===== config.mk =====
export PLATFORM = sky130hd
export DESIGN_NAME = rc_channel_frame_parser_top
export DESIGN_NICKNAME = d
export VERILOG_FILES = /design/src/design/rcfp_pkg.sv /design/src/design/rcfp_front.sv /design/src/design/rcfp_queue.sv /design/src/design/rcfp_back.sv /design/src/design/rc_channel_frame_parser_top.sv
export SDC_FILE = /design/constraint.sdc
export NUM_CORES = 1
export LEC_CHECK = 0
export ABC_CLOCK_PERIOD_IN_PS = 27900
export BUFFER_PORTS_ARGS = -buffer_cell sky130_fd_sc_hd__buf_2
export CORE_AREA = 8 8 233 235
export CTS_CLUSTER_DIAMETER = 150
export DETAILED_ROUTE_END_ITERATION = 7
export DIE_AREA = 0 0 241 243
export PLACE_DENSITY = 0.68
export SLEW_MARGIN = 20
export SYNTH_ARGS = -nofsm -noshare
export SYNTH_HDL_FRONTEND = slang
export SYNTH_SLANG_ARGS = --single-unit

===== constraint.sdc =====
create_clock -name clk -period 27.9 [get_ports clk]
set_input_delay 1.395 -clock clk [delete_from_list [all_inputs] [get_ports clk]]
set_output_delay 1.395 -clock clk [all_outputs]
set_load 0.01 [all_outputs]

===== src/design/rcfp_pkg.sv =====
// ----------------------------------------------------------------------------
// rcfp_pkg
// Types, constants and the CRC-8 step shared by the RC channel frame parser.
// ----------------------------------------------------------------------------
package rcfp_pkg;

	localparam int PAYLOAD_BYTES = 22;
	localparam int PAYLOAD_BITS  = PAYLOAD_BYTES * 8;
	localparam int CHANNEL_BITS  = 11;
	localparam int BUFFER_BYTES  = 64;
	localparam int QUEUE_DEPTH   = 2;

	localparam logic [7:0] CRC_POLY       = 8'hD5;
	localparam logic [7:0] ADDR_FC        = 8'hC8;
	localparam logic [7:0] ADDR_RADIO_TX  = 8'hEA;
	localparam logic [7:0] ADDR_MODULE_TX = 8'hEE;
	localparam logic [7:0] TYPE_RC_PACKED = 8'h16;
	localparam logic [7:0] LEN_MIN        = 8'd2;
	localparam logic [7:0] LEN_MAX        = 8'd62;
	localparam logic [7:0] LEN_RC         = 8'd24;

	localparam logic [6:0] POS_HUNT   = 7'd0;
	localparam logic [6:0] POS_LENGTH = 7'd1;
	localparam logic [6:0] POS_TYPE   = 7'd2;
	localparam logic [6:0] POS_FIRST  = 7'd3;

	typedef logic [PAYLOAD_BITS-1:0] payload_t;

	typedef struct packed {
		logic     valid;
		payload_t payload;
	} frame_push_t;

	typedef struct packed {
		logic full;
		logic empty;
	} queue_status_t;

	function automatic logic [7:0] crc8_step(input logic [7:0] crc, input logic [7:0] data);
		logic [7:0] c;
		c = crc ^ data;
		for (int i = 0; i < 8; i++) begin
			if (c[7]) begin
				c = {c[6:0], 1'b0} ^ CRC_POLY;
			end else begin
				c = {c[6:0], 1'b0};
			end
		end
		return c;
	endfunction

endpackage


===== src/design/rcfp_front.sv =====
// ----------------------------------------------------------------------------
// rcfp_front
// Frame sync, length check, CRC and payload capture; pushes good frames.
// ----------------------------------------------------------------------------
module rcfp_front (
	input  logic                   clk,
	input  logic                   arst_n,
	input  logic [7:0]             rx_byte,
	input  logic                   in_valid,
	output logic                   in_stall,
	input  rcfp_pkg::queue_status_t q_status,
	output rcfp_pkg::frame_push_t  push
);
	import rcfp_pkg::*;

	logic [6:0] pos_q;
	logic [7:0] len_q;
	logic       type_ok_q;
	logic [7:0] crc_q;
	logic [7:0] store_q [PAYLOAD_BYTES];

	logic       accept;
	logic       is_addr;
	logic       at_end;
	logic       frame_ok;
	logic [6:0] pos_inc;
	logic [6:0] store_off;
	logic [4:0] store_idx;

	assign in_stall  = q_status.full;
	assign accept    = in_valid && !in_stall;
	assign is_addr   = (rx_byte == ADDR_FC) || (rx_byte == ADDR_RADIO_TX)
		|| (rx_byte == ADDR_MODULE_TX);
	assign at_end    = ({2'b00, pos_q} == ({1'b0, len_q} + 9'd1));
	assign frame_ok  = type_ok_q && (len_q == LEN_RC) && (crc_q == rx_byte);
	assign pos_inc   = pos_q + 7'd1;
	assign store_off = pos_q - POS_FIRST;
	assign store_idx = store_off[4:0];

	always_comb begin
		push.valid = accept && (pos_q != POS_HUNT) && (pos_q != POS_LENGTH) && at_end
			&& frame_ok;
		for (int i = 0; i < PAYLOAD_BYTES; i++) begin
			push.payload[i*8 +: 8] = store_q[i];
		end
	end

	always_ff @(posedge clk or negedge arst_n) begin
		if (!arst_n) begin
			pos_q     <= POS_HUNT;
			len_q     <= '0;
			type_ok_q <= 1'b0;
			crc_q     <= '0;
		end else if (accept) begin
			if (pos_q == POS_HUNT) begin
				if (is_addr) begin
					pos_q <= POS_LENGTH;
				end
			end else if (pos_q == POS_LENGTH) begin
				if (rx_byte < LEN_MIN || rx_byte > LEN_MAX) begin
					pos_q <= POS_HUNT;
					len_q <= '0;
				end else begin
					pos_q <= POS_TYPE;
					len_q <= rx_byte;
				end
			end else if (at_end) begin
				pos_q     <= POS_HUNT;
				len_q     <= '0;
				type_ok_q <= 1'b0;
				crc_q     <= '0;
			end else begin
				crc_q <= crc8_step(crc_q, rx_byte);
				if (pos_q == POS_TYPE) begin
					type_ok_q <= (rx_byte == TYPE_RC_PACKED);
				end
				if ({25'd0, pos_inc} >= BUFFER_BYTES) begin
					pos_q     <= POS_HUNT;
					len_q     <= '0;
					type_ok_q <= 1'b0;
					crc_q     <= '0;
				end else begin
					pos_q <= pos_inc;
				end
			end
		end
	end

	always_ff @(posedge clk) begin
		if (accept && (pos_q >= POS_FIRST) && !at_end
			&& ({25'd0, store_off} < PAYLOAD_BYTES)) begin
			store_q[store_idx] <= rx_byte;
		end
	end

endmodule


===== src/design/rcfp_queue.sv =====
// ----------------------------------------------------------------------------
// rcfp_queue
// Short queue of accepted frame payloads between the parser and the emitter.
// ----------------------------------------------------------------------------
module rcfp_queue (
	input  logic                    clk,
	input  logic                    arst_n,
	input  rcfp_pkg::frame_push_t   push,
	input  logic                    pop,
	output rcfp_pkg::queue_status_t status,
	output rcfp_pkg::payload_t      head
);
	import rcfp_pkg::*;

	localparam int PTR_W = (QUEUE_DEPTH > 1) ? $clog2(QUEUE_DEPTH) : 1;
	localparam logic [PTR_W-1:0] LAST_PTR = PTR_W'(QUEUE_DEPTH - 1);
	localparam logic [PTR_W:0]   FULL_CNT = (PTR_W + 1)'(QUEUE_DEPTH);

	payload_t         mem_q [QUEUE_DEPTH];
	logic [PTR_W-1:0] wr_ptr_q;
	logic [PTR_W-1:0] rd_ptr_q;
	logic [PTR_W:0]   count_q;
	logic             do_push;
	logic             do_pop;

	assign status.full  = (count_q == FULL_CNT);
	assign status.empty = (count_q == '0);
	assign head         = mem_q[rd_ptr_q];
	assign do_push      = push.valid && !status.full;
	assign do_pop       = pop && !status.empty;

	always_ff @(posedge clk or negedge arst_n) begin
		if (!arst_n) begin
			wr_ptr_q <= '0;
			rd_ptr_q <= '0;
			count_q  <= '0;
		end else begin
			if (do_push) begin
				wr_ptr_q <= (wr_ptr_q == LAST_PTR) ? '0 : wr_ptr_q + 1'b1;
			end
			if (do_pop) begin
				rd_ptr_q <= (rd_ptr_q == LAST_PTR) ? '0 : rd_ptr_q + 1'b1;
			end
			if (do_push && !do_pop) begin
				count_q <= count_q + 1'b1;
			end else if (do_pop && !do_push) begin
				count_q <= count_q - 1'b1;
			end
		end
	end

	always_ff @(posedge clk) begin
		if (do_push) begin
			mem_q[wr_ptr_q] <= push.payload;
		end
	end

endmodule


===== src/design/rcfp_back.sv =====
// ----------------------------------------------------------------------------
// rcfp_back
// Takes one queued payload at a time and emits its channels, one per cycle unless the output stalls.
// ----------------------------------------------------------------------------
module rcfp_back #(
	parameter int CHANNEL_COUNT = 16
) (
	input  logic                    clk,
	input  logic                    arst_n,
	input  rcfp_pkg::queue_status_t q_status,
	input  rcfp_pkg::payload_t      head,
	output logic                    pop,
	output logic [3:0]              channel_index,
	output logic [10:0]             channel_value,
	output logic                    last_channel,
	output logic                    out_valid,
	input  logic                    out_stall
);
	import rcfp_pkg::*;

	localparam logic [3:0] LAST_CH = 4'(CHANNEL_COUNT - 1);

	payload_t   frame_q;
	logic       busy_q;
	logic [3:0] ch_q;
	logic       emit;
	logic [7:0] bit_off;
	payload_t   shifted;

	assign pop     = !busy_q && !q_status.empty;
	assign emit    = busy_q && (!out_valid || !out_stall);
	assign bit_off = 8'(ch_q * CHANNEL_BITS);
	assign shifted = frame_q >> bit_off;

	always_ff @(posedge clk or negedge arst_n) begin
		if (!arst_n) begin
			busy_q    <= 1'b0;
			ch_q      <= '0;
			out_valid <= 1'b0;
		end else begin
			if (pop) begin
				busy_q <= 1'b1;
				ch_q   <= '0;
			end else if (emit) begin
				if (ch_q == LAST_CH) begin
					busy_q <= 1'b0;
				end
				ch_q <= ch_q + 4'd1;
			end
			if (emit) begin
				out_valid <= 1'b1;
			end else if (!out_stall) begin
				out_valid <= 1'b0;
			end
		end
	end

	always_ff @(posedge clk) begin
		if (pop) begin
			frame_q <= head;
		end
		if (emit) begin
			channel_index <= ch_q;
			channel_value <= shifted[CHANNEL_BITS-1:0];
			last_channel  <= (ch_q == LAST_CH);
		end
	end

endmodule


===== src/design/rc_channel_frame_parser_top.sv =====
// ----------------------------------------------------------------------------
// rc_channel_frame_parser_top
// Takes one link byte per cycle unless stalled. Good frames pass the queue,
// frame and output registers; the sixteen channels follow one per cycle unless
// out_stall holds, set by the single emitter. Input stalls only while two
// frames wait in the queue. Reset clears sync, queue and output state at once.
// ----------------------------------------------------------------------------
module rc_channel_frame_parser_top #(
	parameter int CHANNEL_COUNT = 16
) (
	input  logic        clk,
	input  logic        arst_n,
	input  logic [7:0]  rx_byte,
	input  logic        in_valid,
	output logic        in_stall,
	output logic [3:0]  channel_index,
	output logic [10:0] channel_value,
	output logic        last_channel,
	output logic        out_valid,
	input  logic        out_stall
);
	import rcfp_pkg::*;

	frame_push_t   push;
	queue_status_t q_status;
	payload_t      head;
	logic          pop;

	rcfp_front u_front (
		.clk      (clk),
		.arst_n   (arst_n),
		.rx_byte  (rx_byte),
		.in_valid (in_valid),
		.in_stall (in_stall),
		.q_status (q_status),
		.push     (push)
	);

	rcfp_queue u_queue (
		.clk    (clk),
		.arst_n (arst_n),
		.push   (push),
		.pop    (pop),
		.status (q_status),
		.head   (head)
	);

	rcfp_back #(
		.CHANNEL_COUNT (CHANNEL_COUNT)
	) u_back (
		.clk           (clk),
		.arst_n        (arst_n),
		.q_status      (q_status),
		.head          (head),
		.pop           (pop),
		.channel_index (channel_index),
		.channel_value (channel_value),
		.last_channel  (last_channel),
		.out_valid     (out_valid),
		.out_stall     (out_stall)
	);

endmodule


# ---- Word-level counts from Yosys, hierarchy flattened
# Memory sizes are Yosys's and may differ from the RTL's. A register that Yosys moved wholly into a read port is not among the register bits.
# Index checks and enable logic that the tools add are counted.
dict set report word_totals {
  inputBits 12
  n_memories 2
  wordCells 162
  ram_bits 528
  out_inout_bits 18
  ff_bits 50
}
dict set report op_classes {
  bitwise 11
  add_sub_neg 8
  muxes 66
  multipliers 1
  n_reduce_logical 41
  shifts 1
  n_lt_le_gt_ge 5
  eq_ne 14
}
# memory words word_bits rd rd_ports_with_merged_regs write_ports line_no
set memory_table {}
lappend memory_table {u_queue.mem_q 2 176 1 1 1 rcfp_queue.sv:19} ;# payload_t mem_q [QUEUE_DEPTH];
lappend memory_table {u_front.store_q 22 8 22 0 1 rcfp_front.sv:20} ;# logic [7:0] store_q [PAYLOAD_BYTES];
# cell n
set op_table {}
lappend op_table {{$mux 8} 42}
lappend op_table {{$shr 176x8->11} 1}
lappend op_table {{$not 5->5} 8}
lappend op_table {{$mux 7} 5}
lappend op_table {{$eq 8x8->1 const B} 3}
lappend op_table {{$eq 8x5->1 const B} 2}
lappend op_table {{$logic_and 1x1->1} 16}
lappend op_table {{$mux 1} 14}
lappend op_table {{$add 8x1->9 const B} 1}
lappend op_table {{$eq 7x9->1} 1}
lappend op_table {{$eq 8x8->1} 1}
lappend op_table {{$gt 8x6->1 const B} 1}
lappend op_table {{$logic_not 1->1} 8}
lappend op_table {{$lt 8x2->1 const B} 1}
lappend op_table {{$mul 4x4->8 const B} 1}
lappend op_table {{$mux 4} 2}
lappend op_table {{$xor 8x8->8} 1}
lappend op_table {{$add 7x1->7 const B} 1}
lappend op_table {{$eq 7x1->1 const B} 1}
lappend op_table {{$eq 7x2->1 const B} 1}
lappend op_table {{$ge 7x2->1 const B} 1}
lappend op_table {{$ge 7x7->1 const B} 1}
lappend op_table {{$logic_not 7->1} 1}
lappend op_table {{$lt 7x5->1 const B} 1}
lappend op_table {{19 further kinds} 32}

# ---- Depth between registers and ports, before layout
# Gate-level depths: netlist of the first run.
dict set report depth {
  ltp_word 47
  depth_mapped 10
  mapped_depth_nobuf 10
}

# ---- By module
# Synthesis of the first run repeated with hierarchy kept, for this count alone.
dict set report hier_totals {
  hier_cells 1320
  hier_area_um2 28307.1
}
# module cells_each n_inst seq_area_each_um2 area_per_inst_um2
set by_module_without_submodules {}
lappend by_module_without_submodules {rcfp_queue 567 1 10670.2 13436.6}
lappend by_module_without_submodules {rcfp_front 442 1 5885.6 7467.2}
lappend by_module_without_submodules {rcfp_back 311 1 5915.7 7403.4}

# ---- Worst setup path after synthesis of the first run
# Ideal clock, no wire load.
dict set report synth_timing {
  kind {input to register}
  from {in rx_byte[7]}
  to {mem u_queue.mem_q[0][0] in the netlist's numbering, enable pin}
  path_stages 6
  n_path_buf 0
  setup_slack_ns 16.944
  setup_ns 0.736
  arrival_ns 10.220
  required_time_ns 27.164
  path_cell_list {xnor2_1 ha_1 and4_1 nand4b_1 nor4_4 nor2b_1}
}
dict set report synth_via {
  elab_chain_len 6
}
# item line_no
set synth_lines {}
lappend synth_lines {{start: declaration} rc_channel_frame_parser_top.sv:13} ;# input logic [7:0] rx_byte,
lappend synth_lines {{$eq 8x8->1} rcfp_front.sv:35} ;# assign frame_ok = type_ok_q && (len_q == LEN_RC) && (crc_q == rx_byte);
lappend synth_lines {{$logic_and 1x1->1} rcfp_front.sv:35}
lappend synth_lines {{$logic_and 1x1->1} rcfp_front.sv:42} ;# && frame_ok;
lappend synth_lines {{$logic_and 1x1->1} rcfp_queue.sv:29} ;# assign do_push = push.valid && !status.full;
lappend synth_lines {{net u_queue.do_push} rcfp_queue.sv:23} ;# logic do_push;
lappend synth_lines {{$mux 1} rcfp_queue.sv:53} ;# if (do_push) begin
lappend synth_lines {{$mux 1 (not written as such)} rcfp_queue.sv:54} ;# mem_q[wr_ptr_q] <= push.payload;
lappend synth_lines {{end: declaration} rcfp_queue.sv:19}
# The timed path passes the listed nets, and every way through them passes these cells.

# ---- Final worst setup path of the first run
dict set report layout_timing {
  from {in rx_byte[0]}
  to {mem u_queue.mem_q[0][89] in the netlist's numbering, enable pin}
}
# Same word-level chain as after synthesis.

==> run summary, run 1 <==
crit path launch type = input port
vias in the first global route = 12400
clk slew on worst S/H paths = 0.06 ns
fmax = 183 MHz
post-placement worst setup slack = 21.44 ns
total grt overflow = 0
outcome = finished clean
Largest delay share family, worst path = buffers and inverters
post-layout util = 61.2%
Post-synth ARST share = 4.51%
H-tree Lvls = 3
Critical-path top delay cell = buf_4
vias per std cell = 5.70
sequential share of the synthesized area = 81.5%
final wirelength = 53.1 mm
Placed Instance Area = 0.0286 mm²
Die W = 241 µm
Buffers on Ports = 29
Worst-Skew Late Latency = 0.61 ns
initial antenna violation count = 0
Cell Rows = 83
kind of critical path = in -> reg
synth unique cells = 60
most frequent cell after synthesis = edfxtp_1
largest cells by area after synthesis = edfxtp_1 78%, mux2_2 7.2%, mux4_2 4.5%, dfrtp_1 3.1%, xnor2_1 0.73%
post-synthesis net count = 1314
Vert. Die Dim = 243 µm
largest net degree at the start of global routing = 164
fin area = 0.0310 mm²
total number of vias = 12100
max-cap violations = 0
Routed Antenna Nets = 0
Buf/Inv on CP = 4
Seq cells post-synth = 754
TNS Setup = 0 ns
setup bufs post-CTS = 0
unrepaired setup endpoints after global routing = false
first-pass GRT wire length = 79.5 mm
Setup-failing EPs final = 0
core area = 0.0507 mm²
CTS Sinks = 754
Fill cells = 3533
area of the mapped netlist = 0.0276 mm²
fin crit period = 5.46 ns
Post-synth EDFFs = 720
largest area contributor in the netlist = edfxtp_1
Yosys warnings = 0
post-synthesis xor/xnor area fraction = 1.30%
Syn Inst Count = 1291
PostCTS Resize Cnt = 0
peak supply drop = 0.0773 mV
Inst Count DP = 1983
IO Count = 30
syn_area_per_cell = 21.3 µm²
DRC violations left = 0
Num CTS Buffers = 74
crit path cell chain = buf_2 > xor2_1 > nor3_1 > nand4b_1 > nor4_4 > nor2b_4 > buf_16 > buf_4 > buf_4
initial core utilization = 54.4%
Layout Nets = 1403
DPL Wire Length = 29.3 mm
Initial DRC Count = 1186
Placer Congestion = 0.854
CP max stage delay = 0.87 ns
Final Power = 2.83 mW
final-report hold violation count = 0
Slew headroom = 22.1%
all-layer global routing usage = 18.5%
Synth top area share = 78.5%
post-route setup slack = 22.44 ns
Synth Area in Compound Gates = 1.64%
post-synthesis adder-cell area fraction = 0.499%
Routed wire per std cell = 25.1 µm
DR pass1 iterations = 5
setup skew after layout = 0.0223 ns
crit path max fanout = 75
final non-filler cell total = 2117
total die area = 0.0586 mm²
# hold bufs at CTS = 0
Worst EP arrival = 5.68 ns
deepest clock path buffer count = 3
largest family of logic cells by synthesized area = multiplexers
layout cells sized above 1 = 29.0%
Layout area overhead = 12.6%
CP endpoint kind = flip-flop
post-synthesis mux area share = 11.8%
simple-gate share of the synthesized area = 2.39%
cell leakage power = 9.94 nW
most used cell, CP = buf_4
CP required = 28.12 ns
PD cells = 91.1 mW/mm²
Final period util = 19.6%
worst hold slack = 0.427 ns
worst min-delay path category = reg -> reg
root buffer cell = clkbuf_16
Worst-Margin Slew = 1.16 ns
CTS tree = done
most frequent cells after synthesis = 720 x edfxtp_1, 177 x mux2_2, 55 x mux4_2
Max Slew Vio Count = 0
Ant. Diodes = 0
ys flop type = edfxtp_1
kinds of logic after synthesis:
group | Yosys count
simple gates | 128
buf+inv | 59
compound gates | 65
xor+xnor | 40
flops | 754
fa+ha+maj | 11
mux | 234
cell usage in the layout, fill, tap and decap left out, types with 13 or more instances in the layout:
cell / count
buf_2: 29
clkinv_1: 15
nand3_1: 14
buf_4: 25
nor2_1: 33
clkbuf_1: 13
inv_1: 16
o21ai_0: 14
dfrtp_1: 30
nand2_1: 29
mux2_2: 177
xor2_1: 16
clkbuf_16: 75
xnor2_1: 23
mux4_2: 55
edfxtp_1: 720
power breakdown:
| part | leakage, nW | total (mW) | switching, mW | internal [mW] |
|---|---|---|---|---|
| registers | 6.90 | 1.37 | 0.0749 | 1.30 |
| logic | 1.88 | 0.492 | 0.259 | 0.232 |
| clock network | 1.15 | 0.962 | 0.403 | 0.559 |
final cells by class:
cell class                      count  area (µm²)  share of cell area (%)
Clock buffer                       91        1970                    6.34
Timing Repair Buffer               56         380                    1.23
Sequential cell                   754       22500                    72.4
Inverter                           16        60.1                   0.194
Tap cell                          680         851                    2.74
Multi-Input combinational cell    478        4900                    15.8
Clock inverter                     42         398                    1.28
layer usage:
metal	routed length, µm	up-vias	GRT usage, %	share of wire (%)
met3	2860	67	2.92	5.4
met2	25700	360	29.3	48
li1	-	5344	-	-
met4	1020	0	5.45	1.9
met1	23500	6290	26.5	44
met5	0	-	0	0
path summary, 6_finish.rpt:
| check | end | depth (start not counted) | from | slack [ns] |
|---|---|---|---|---|
| max | u_queue.mem_q[0][89] | 9 | rx_byte[0] | 22.44 |
| min | u_queue.mem_q[0][58] | 0 | u_front.store_q[7][2] | 0.43 |
| max reg2reg | u_queue.mem_q[0][89] | 10 | u_front.len_q[0] | 22.67 |
| min reg2reg | u_queue.mem_q[0][58] | 0 | u_front.store_q[7][2] | 0.43 |
| max in group asynchronous | u_queue.rd_ptr_q | 1 | arst_n | 26.34 |
| min in group asynchronous | u_front.pos_q[6] | 1 | arst_n | 0.90 |
state kept, by name, summed over array words and instances (netlist names):
name and cells:
u_back.busy_q 1, u_back.ch_q 4, u_back.channel_index 4, u_back.channel_value 11, u_back.frame_q 176, u_back.last_channel 1, u_back.out_valid 1, u_front.crc_q 8
u_front.len_q 8, u_front.pos_q 7, u_front.store_q 176, u_front.type_ok_q 1, u_queue.count_q 2, u_queue.mem_q 352, u_queue.rd_ptr_q 1, u_queue.wr_ptr_q 1
Note: power is estimated with default switching activity, not from simulation.
==> run 2, diff against run 1 <==
Settings changed: ABC_AREA from default to 1, ABC_CLOCK_PERIOD_IN_PS 27900 to 4800, CORE_AREA 8 8 233 235 to 8 8 236 238, DIE_AREA 0 0 241 243 to 0 0 244 246, PLACE_DENSITY 0.68 to 0.7.
Clock period 27.9 ns to 4.8 ns, I/O delays scaled along.
==> run summary, run 2 <==
core area = 0.0520 mm² (+2.7%)
Placed Instance Area = 0.0293 mm² (+2.2%)
ys flop type = edfxtp_1
layout cells sized above 1 = 9.09% (-20 points)
clk slew on worst S/H paths = 0.06 ns (about the same)
root buffer cell = clkbuf_16
PostCTS Resize Cnt = 0 (unchanged)
most frequent cells in the layout = 738 x nand2_1, 720 x edfxtp_1, 137 x nor2_1
Syn Inst Count = 2043 (+58%)
Hold Crit Depth = 1 (+1)
Comb power frac = 22.1% (+4.7 points)
Post-synth ARST share = 4.51% (unchanged)
DRC violations left = 0 (unchanged)
DR pass1 iterations = 7 (+2)
vias per std cell = 5.44 (-4.6%)
largest area contributor in the netlist = edfxtp_1
Worst EP arrival = 3.42 ns (-2.26 ns)
Final period util = 66.6%
worst hold start = rx_byte[3]
total grt overflow = 0 (unchanged)
largest cells by area after synthesis = edfxtp_1 76%, nand2_1 9.8%, dfrtp_1 3.0%, nor2_1 1.9%, o21ai_0 0.97%
Routed wire per std cell = 21.2 µm (-16%)
largest net degree at the start of global routing = 95 (-42%)
Critical-path top delay cell = nor2_1
Sw Ratio = 31.4% (+5.4 points)
initial core utilization = 54.4% (about the same)
IO Count = 30 (unchanged)
Buffers on Ports = 29 (unchanged)
post-route setup slack = 1.60 ns (-20.84 ns)
area of the mapped netlist = 0.0283 mm² (+2.6%)
fin crit period = 3.20 ns
post-placement worst setup slack = 1.60 ns (-19.85 ns)
Placer Congestion = 0.897 (+5.1%)
DPL Wire Length = 34.5 mm (+18%)
post-synthesis net count = 2066 (+57%)
Worst-Margin Slew = 1.02 ns (-0.148 ns)
PD cells = 546 mW/mm² (+500%)
unrepaired setup endpoints after global routing = false
most used cell, CP = nor2_1
Slew headroom = 32.0% (+9.9 points)
Largest delay share family, worst path = simple AND/OR/NAND/NOR gates
register area = 0.0225 mm² (about the same)
Worst-Skew Late Latency = 0.61 ns (about the same)
Initial DRC Count = 1386 (+17%)
max-cap violations = 0 (unchanged)
Int Pwr = 11.8 mW (+470%)
Layout Nets = 2122 (+51%)
share of power burned in registers = 46.2% (-2.4 points)
CP max stage delay = 0.79 ns (-0.08 ns)
Num CTS Buffers = 73 (-1.4%)
most frequent cell after synthesis = nand2_1
Fill cells = 3785 (+7.1%)
Yosys warnings = 0 (unchanged)
Layout area overhead = 11.6%
final wirelength = 60.2 mm (+13%)
first-pass GRT wire length = 91.3 mm (+15%)
most frequent cells after synthesis = 738 x nand2_1, 720 x edfxtp_1, 140 x nor2_1
crit path max fanout = 18 (-76%)
crit path launch type = flip-flop
worst min-delay path category = in -> reg
Ant. Diodes = 0 (unchanged)
vias in the first global route = 15600 (+25%)
fmax = 313 MHz
setup skew after layout = 0.0214 ns (-0.000835 ns)
cell leakage power = 11.5 nW (+16%)
number of flip-flops in the largest register = 352 (unchanged)
sequential share of the synthesized area = 79.4% (-2.1 points)
r2r worst-path depth = 8 (-2)
hold path endpoint = u_front.store_q[18][3]
fin area = 0.0316 mm² (+1.7%)
total die area = 0.0600 mm² (+2.5%)
total number of vias = 15500 (+28%)
Die W = 244 µm (+1.2%)
multi-input logic area = 0.00530 mm² (+8.2%)
Max Slew Vio Count = 0 (unchanged)
kind of critical path = reg -> reg
Post-synth EDFFs = 720 (unchanged)
Most flops, register = u_queue.mem_q
reg2reg start = u_front.pos_q[0]
CTS tree = done
Cell Rows = 84 (+1.2%)
synth unique cells = 47 (-22%)
Buf/Inv on CP = 1 (-3)
post-layout util = 60.6% (-0.59 points)
Vert. Die Dim = 246 µm (+1.2%)
commonest non-fill, non-tap cell in the layout = nand2_1
TNS Setup = 0 ns (unchanged)
peak supply drop = 0.283 mV (+270%)
Synth top area share = 76.4% (-2.0 points)
sw power = 5.42 mW (+640%)
CP required = 5.03 ns (-23.09 ns)
Worst R2R Setup Slack = 1.60 ns (-21.07 ns)
deepest clock path buffer count = 3 (unchanged)
Clk pwr share = 31.7% (-2.3 points)
CTS Sinks = 754 (unchanged)
r2r endpoint = u_front.store_q[17][1]
outcome = finished clean
Routed Antenna Nets = 0 (unchanged)
syn_area_per_cell = 13.8 µm² (-35%)
all-layer global routing usage = 20.0% (+1.5 points)
Seq cells post-synth = 754 (unchanged)
largest registers = u_queue.mem_q (352), u_back.frame_q (176), u_front.store_q (176)
final-report hold violation count = 0 (unchanged)
Setup-failing EPs final = 0 (unchanged)
H-tree Lvls = 3 (unchanged)
CP endpoint kind = flip-flop
initial antenna violation count = 1 (+1)
crit path cell chain = ha_1 > nand2_1 > inv_1 > nor2_1 > nor2_2 > a211oi_4 > nand2_4 > nor2_1
run 2: cell count changes in the layout (fill, tap and decap cells not counted), sizes merged, moves of 20 or more:
cell	before	now
inv	20	69
mux2	177	0
mux4	55	0
nand2	29	745
nand3	14	45
nor2	38	154
o21ai	14	66
o221ai	0	20
o32ai	0	25
xnor2	23	3
run 2: what timing repair did:
item                      in CTS  in global routing
setup buffers                  0                  0
hold endpoints to repair      35                  0
hold buffers                   2                  0
run 2: worst max-delay path by stage:
stage                startpoint                      to  depth (start not counted)
2_1_floorplan  u_front.len_q[0]     u_queue.mem_q[0][0]                         10
3_3_place_gp   u_front.pos_q[0]  u_front.store_q[12][6]                          8
3_5_place_dp   u_front.pos_q[0]  u_front.store_q[17][1]                          8
4_1_cts        u_front.pos_q[0]  u_front.store_q[17][3]                          8
5_1_grt        u_front.pos_q[0]  u_front.store_q[13][1]                          8
6_report       u_front.pos_q[0]  u_front.store_q[17][1]                          8
run 2: cells by family (layout without fill, tap and decap cells):
group	after synthesis	count (layout)	share of synthesized area [%]
flip-flops	754	754	79.4
XOR/XNOR	23	23	0.712
AO/OA/AOI/OAI	134	134	3.19
multiplexers	20	20	0.708
adder cells (fa/ha/maj)	11	11	0.487
AND/OR/NAND/NOR	962	962	13.5
buffers and inverters	139	252	1.93
run 2: power groups by stage:
stage	sequential [mW]	combinational (mW)	clock [mW]
final	7.96	3.82	5.46
after global routing	7.99	4.24	5.81
after CTS	7.95	3.83	5.55
after detailed placement	8.09	3.81	0
after global placement	8.08	3.74	0
after floorplan	7.93	2.66	0
run 2: metal layers:
layer	up-vias	wire length, µm	global-route usage, %
met2	561	29100	32.7
met5	-	0	0
li1	7266	-	-
met1	7524	25100	26.9
met4	0	1840	7.61
met3	112	4150	3.31
run 2: area by class of cell:
class | instances | share of cell area, %
Timing Repair Buffer | 56 | 1.28
Multi-Input combinational cell | 1150 | 16.8
Tap cell | 688 | 2.73
Inverter | 64 | 0.781
Clock buffer | 97 | 6.21
Sequential cell | 754 | 71.2
Clock inverter | 35 | 0.979
run 2: per-stage QoR:
| step | instances | power, mW | hold slack (ns) |
|---|---|---|---|
| global route | 2844 | 18.0 | 0.143 |
| CTS | 2844 | 17.3 | 0.131 |
| floorplan | 2043 | 10.6 | -0.0556 |
| global placement | 2710 | 11.8 | 0.383 |
| finish | 2844 | 17.2 | 0.146 |
| detailed placement | 2710 | 11.9 | 0.387 |
